`config.mk`:
```
export PLATFORM = sky130hd
export DESIGN_NAME = treta_front
export DESIGN_NICKNAME = d
export VERILOG_FILES = /design/src/rtl/core/treta_pkg.sv /design/src/rtl/core/treta_front.sv
export SDC_FILE = /design/constraint.sdc
export NUM_CORES = 1
export LEC_CHECK = 0
export BUFFER_PORTS_ARGS = -buffer_cell sky130_fd_sc_hd__buf_2
export CORE_ASPECT_RATIO = 0.8
export CORE_MARGIN = 5
export CORE_UTILIZATION = 52
export DETAILED_ROUTE_END_ITERATION = 8
export PLACE_DENSITY_LB_ADDON = 0.15
export SETUP_SLACK_MARGIN = 0.05
export SLEW_MARGIN = 20
export SYNTH_ARGS = -nofsm -noshare
export SYNTH_HDL_FRONTEND = slang
export SYNTH_SLANG_ARGS = --single-unit
```
`constraint.sdc`:
```
create_clock -name clk -period 11.4 [get_ports clk]
set_input_delay 1.71 -clock clk [delete_from_list [all_inputs] [get_ports clk]]
set_output_delay 1.71 -clock clk [all_outputs]
set_load 0.02 [all_outputs]
```
`src/rtl/core/treta_pkg.sv`:
```
// Shared constants and types for the transfer rate / ETA estimator.
// No dependencies.
package treta_pkg;
  localparam int unsigned SlotCountDefault = 64;
  localparam int unsigned SlotW  = 6;
  localparam int unsigned ByteW  = 48;
  localparam int unsigned SpeedW = 58;

  typedef struct packed {
    logic [SlotW-1:0] slot;
    logic             restart;
    logic [ByteW-1:0] bytes;
    logic [ByteW-1:0] total;
    logic [ByteW-1:0] now;
  } item_t;
endpackage

```
`src/rtl/core/treta_front.sv`:
```
// Front part: input queue of depth two between the port and the back part.
// Depends on treta_pkg.
module treta_front (
  input  logic              clk,
  input  logic              rst_n,
  input  logic              push,
  output logic              full,
  input  treta_pkg::item_t  din,
  output logic              avail,
  input  logic              take,
  output treta_pkg::item_t  dout
);
  treta_pkg::item_t q_r [2];
  logic             wp_r, rp_r;
  logic [1:0]       cnt_r;

  assign full  = (cnt_r == 2'd2);
  assign avail = (cnt_r != 2'd0);
  assign dout  = q_r[rp_r];

  always_ff @(posedge clk) begin
    if (push && !full) q_r[wp_r] <= din;
  end

  always_ff @(posedge clk) begin
    if (!rst_n) begin
      wp_r <= 1'b0; rp_r <= 1'b0; cnt_r <= 2'd0;
    end else begin
      if (push && !full) wp_r <= ~wp_r;
      if (take && avail) rp_r <= ~rp_r;
      cnt_r <= cnt_r + 2'((push && !full) ? 1 : 0) - 2'((take && avail) ? 1 : 0);
    end
  end
endmodule

```
Word level (Yosys, flattened, before mapping)
Memories as Yosys holds them, arrays and structs flattened. A register that Yosys moved wholly into a read port is not among the register bits.
Index checks and enable logic that the tools add are counted.
Cells by class
  $add $sub $neg: 2
  equal/unequal tests: 1
  muxes and demuxes: 6
  bitwise logic cells: 2
  reduce and logical (&&, ||, !) cells: 4
Operator list (count)
  $mux W1: 6
  $add A2 B1 Y2: 1
  $eq A2 B2 Y1 const B: 1
  $logic_and A1 B1 Y1: 2
  $not A1 Y1: 2
  $reduce_bool A2 Y1: 1
  $sub A2 B1 Y2: 1
  $logic_not A1 Y1: 1
Word-level totals
  flip-flop bits (word level): 4
  bits in writable memories: 302
  bits of input ports: 155
  output and inout bits: 153
  logic and storage cells: 19
  memories: 1
Memories
  q_r: depth 2, width 151, read ports 1, clocked after memory_dff 1, wr ports 1, RTL line treta_front.sv:13  | treta_pkg::item_t q_r [2];

Depth between registers and ports, before layout
  word-level depth: 6
  gate-level depth with buffers: 8
  mapped depth without buffers: 8

Worst setup path after synthesis
OpenSTA, ideal clock, no wires.
  path kind: input -> register
  from: input port push
  to: memory q_r[0][0] (netlist name) (enable)
  setup time: 0.663 ns
  arrival time: 8.072 ns
  required time: 10.737 ns
  path slack: 2.665 ns
  cell stages on the path: 2
  path through: nand2_1 nor2_1
Between the ends
  cells in the longest elaborated chain, start to end: 3
Ends and longest elaborated chain
  from (decl): RTL line treta_front.sv:6  | input logic push,
  $logic_and A1 B1 Y1: RTL line treta_front.sv:22  | if (push && !full) q_r[wp_r] <= din;
  $mux W1: RTL line treta_front.sv:22
  $mux W1 (implied by the code): RTL line treta_front.sv:22
  to (decl): RTL line treta_front.sv:13
No other way between the ends.

==> results.cfg <==
[critical_path]
reg2regPathDepth = 3
r2r_start = cnt_r[0]$_SDFF_PN0_
crit_chain = buf_4 -> buf_4 -> mux2_4 -> buf_2
max_stage_delay_ps = 960
cp_max_fo = 61
crit_required_ps = 9690
cp-start-kind = register
endpoint_kind = output port
rrSetupSlack_ps = 8800
worstSetupPathType = reg -> out
crit_path_end = dout[89]
timing.rr.end = q_r[1][2]$_DFFE_PP_
cp_slowest_cell = buf_4
worstPathArrival_ps = 3540
worst_path_most_repeated_cell = buf_4

[finish]
fillers = 1489
layout.nets = 980
fin_util = 0.659
area_growth_pct = 24.3
num_antenna_cells = 0
drive_gt1_frac = 0.604

[pwr]
p_comb_frac = 0.265
p_int_mw = 2.38
swShare = 0.284
power_frac_seq = 0.446
p_clk_frac = 0.289
powerDensity_nw_per_um2 = 232
power.leakage_nw = 5.53
vdd_drop_max_v = 0.000165
finalPower_mw = 3.32
p_switching_mw = 0.944

[clocking]
cts_buffers = 30
cts_tree = done
insertion_delay_ps = 530
ctsResizeCount = 0
clk_pin_slew_worst_paths_ps = 60
h-tree-depth = 1
clock-root-buffer = clkbuf_16
clockBufferDepth = 3
cts_setup_buffers = 0
cts_hold_buf = 0
cts.sinks = 307

[synthesis]
synth_top_area_cell = edfxtp_1
syn_inst = 496
ys_seq_area_frac = 0.798
synth_common_cells = edfxtp_1 (302), mux2_4 (90), mux2_2 (61)
synth_warnings = 0
synth_seq_cells = 307
synth_flop_cell = edfxtp_1
synth_top_area_frac = 0.789
synth_area_um2 = 11500
yosysUniqueCellTypes = 18
synth_most_common_cell = edfxtp_1
async_reset_ff_frac = 0
synth_edf_count = 302
syn_avg_cell_area_um2 = 23.2
netlist_top_cells_area = edfxtp_1 (79%), mux2_4 (12%), mux2_2 (6.0%)
synth_nets = 653

[detailed_routing]
wl_per_cell_um = 19.9
drc_errors = 0
via_per_inst = 4.95
dr.pass1.iters = 4
drt_iter0_drc = 232
vias = 5658
postRouteAntennaNets = 0
routed_wl_um = 22700

[grt]
grt_pass1_vias = 6199
grt_max_degree = 86
grt_pass1_wl_um = 34100
antenna_found_initial = 3
grt.total_usage = 0.176
grt_overflow = 0

[sta]
timing.fmax_mhz = 190
worstMarginPinSlew_ps = 1110
period_share = 0.461
finalSetupTns_ps = 0
finalMaxSlewViolations = 0
fin_crit_ps = 5250
setup_violations = 0
hold_viol = 0
rsz0062_at_grt = no
skew_ps = 11.8
maxSlewHeadroom = 0.259

[status]
status = finished, final reports clean

[floorplanning]
core_area_um2 = 21700
die_width_um = 176
die_y_um = 143
io_pins = 308
die_area_um2 = 25200
start_util = 0.530
row_count = 48

[placement]
place_congestion = 0.743
hpwl_um = 15700
port_buffers = 307

[hold_path]
min_path_type = reg -> reg

[job]
drv_cap = 0
## area by class of cell
type	count	area, um^2	share of cell area
flip-flops and latches	307	9170	0.642
multi-input cells	169	2170	0.152
repair buffers	312	1580	0.110
clock buffers	36	795	0.0556
well taps	300	375	0.0263
clock inverters	16	180	0.0126
inverters	3	11.3	0.000788
## placed cells by master, fill, tap and decap left out, drive strengths merged
master	n
mux2	151
or2	1
clkinv	11
dfxtp	5
inv	3
and3	1
xnor2	2
clkinvlp	1
edfxtp	302
clkbuf	36
ha	2
nand2	2
buf	312
nand2b	2
xor2	1
mux2i	1
nor2	4
and2	1
o21a	1
bufinv	4
## cells by family (layout without fill, tap and decap cells)
family,count (synthesis),count (layout),synth area share
AOI/OAI and AO/OA,1,1,0.000653
xor gates and xnor gates,3,3,0.00229
adders and majority gates,2,2,0.00218
buffers and inverters,20,367,0.0144
DFF,307,307,0.798
muxes,152,152,0.178
and+or+nand+nor,11,11,0.00468
## power by group through the flow
| stage | logic (mW) | registers (mW) | clock network, mW |
|---|---|---|---|
| 3_5_place_dp | 0.895 | 1.50 | 0 |
| 6_report | 0.880 | 1.48 | 0.961 |
| 5_1_grt | 0.935 | 1.49 | 1.04 |
| 3_3_place_gp | 0.880 | 1.49 | 0 |
| 4_1_cts | 0.898 | 1.48 | 0.985 |
| 2_1_floorplan | 0.659 | 1.50 | 0 |
## routing by layer
| layer | global-route usage | up-vias | wire (um) |
|---|---|---|---|
| met3 | 0.0540 | 33 | 1930 |
| li1 | - | 2626 | - |
| met1 | 0.222 | 2754 | 9000 |
| met4 | 0.0394 | 6 | 392 |
| met5 | 0 | - | 33 |
| met2 | 0.303 | 239 | 11400 |
## state kept, by name, indices dropped and copies added (netlist names), named ones only
| name | count |
|---|---|
| q_r | 302 |
| wp_r | 1 |
| cnt_r | 2 |
| rp_r | 1 |
## worst min path at each step
stage / from / end / slack [ps] / cells past startpoint
2_1_floorplan: wp_r$_SDFFE_PN0N_ / wp_r$_SDFFE_PN0N_ / 450 / 2
3_3_place_gp: rp_r$_SDFFE_PN0P_ / rp_r$_SDFFE_PN0P_ / 500 / 2
3_5_place_dp: wp_r$_SDFFE_PN0N_ / wp_r$_SDFFE_PN0N_ / 560 / 2
4_1_cts: wp_r$_SDFFE_PN0N_ / wp_r$_SDFFE_PN0N_ / 570 / 2
5_1_grt: wp_r$_SDFFE_PN0N_ / wp_r$_SDFFE_PN0N_ / 590 / 2
6_report: wp_r$_SDFFE_PN0N_ / wp_r$_SDFFE_PN0N_ / 570 / 2
## stage by stage
stage,instances,area (um^2),setup slack (ps),hold slack (ps)
finish,1143,14300,6150,570
global route,1143,14300,5930,595
CTS,1143,14300,6020,568
detailed placement,1091,13300,6600,561
global placement,1091,13300,6670,498
floorplan,496,11500,2660,455
## worst max-delay path, delay by kind of cell, from the launching register on
kind                   cells  cell delay, ps
buffers and inverters      3            1820
DFF                        1             750
muxes                      1             360
(Power assumes the default switching activity.)
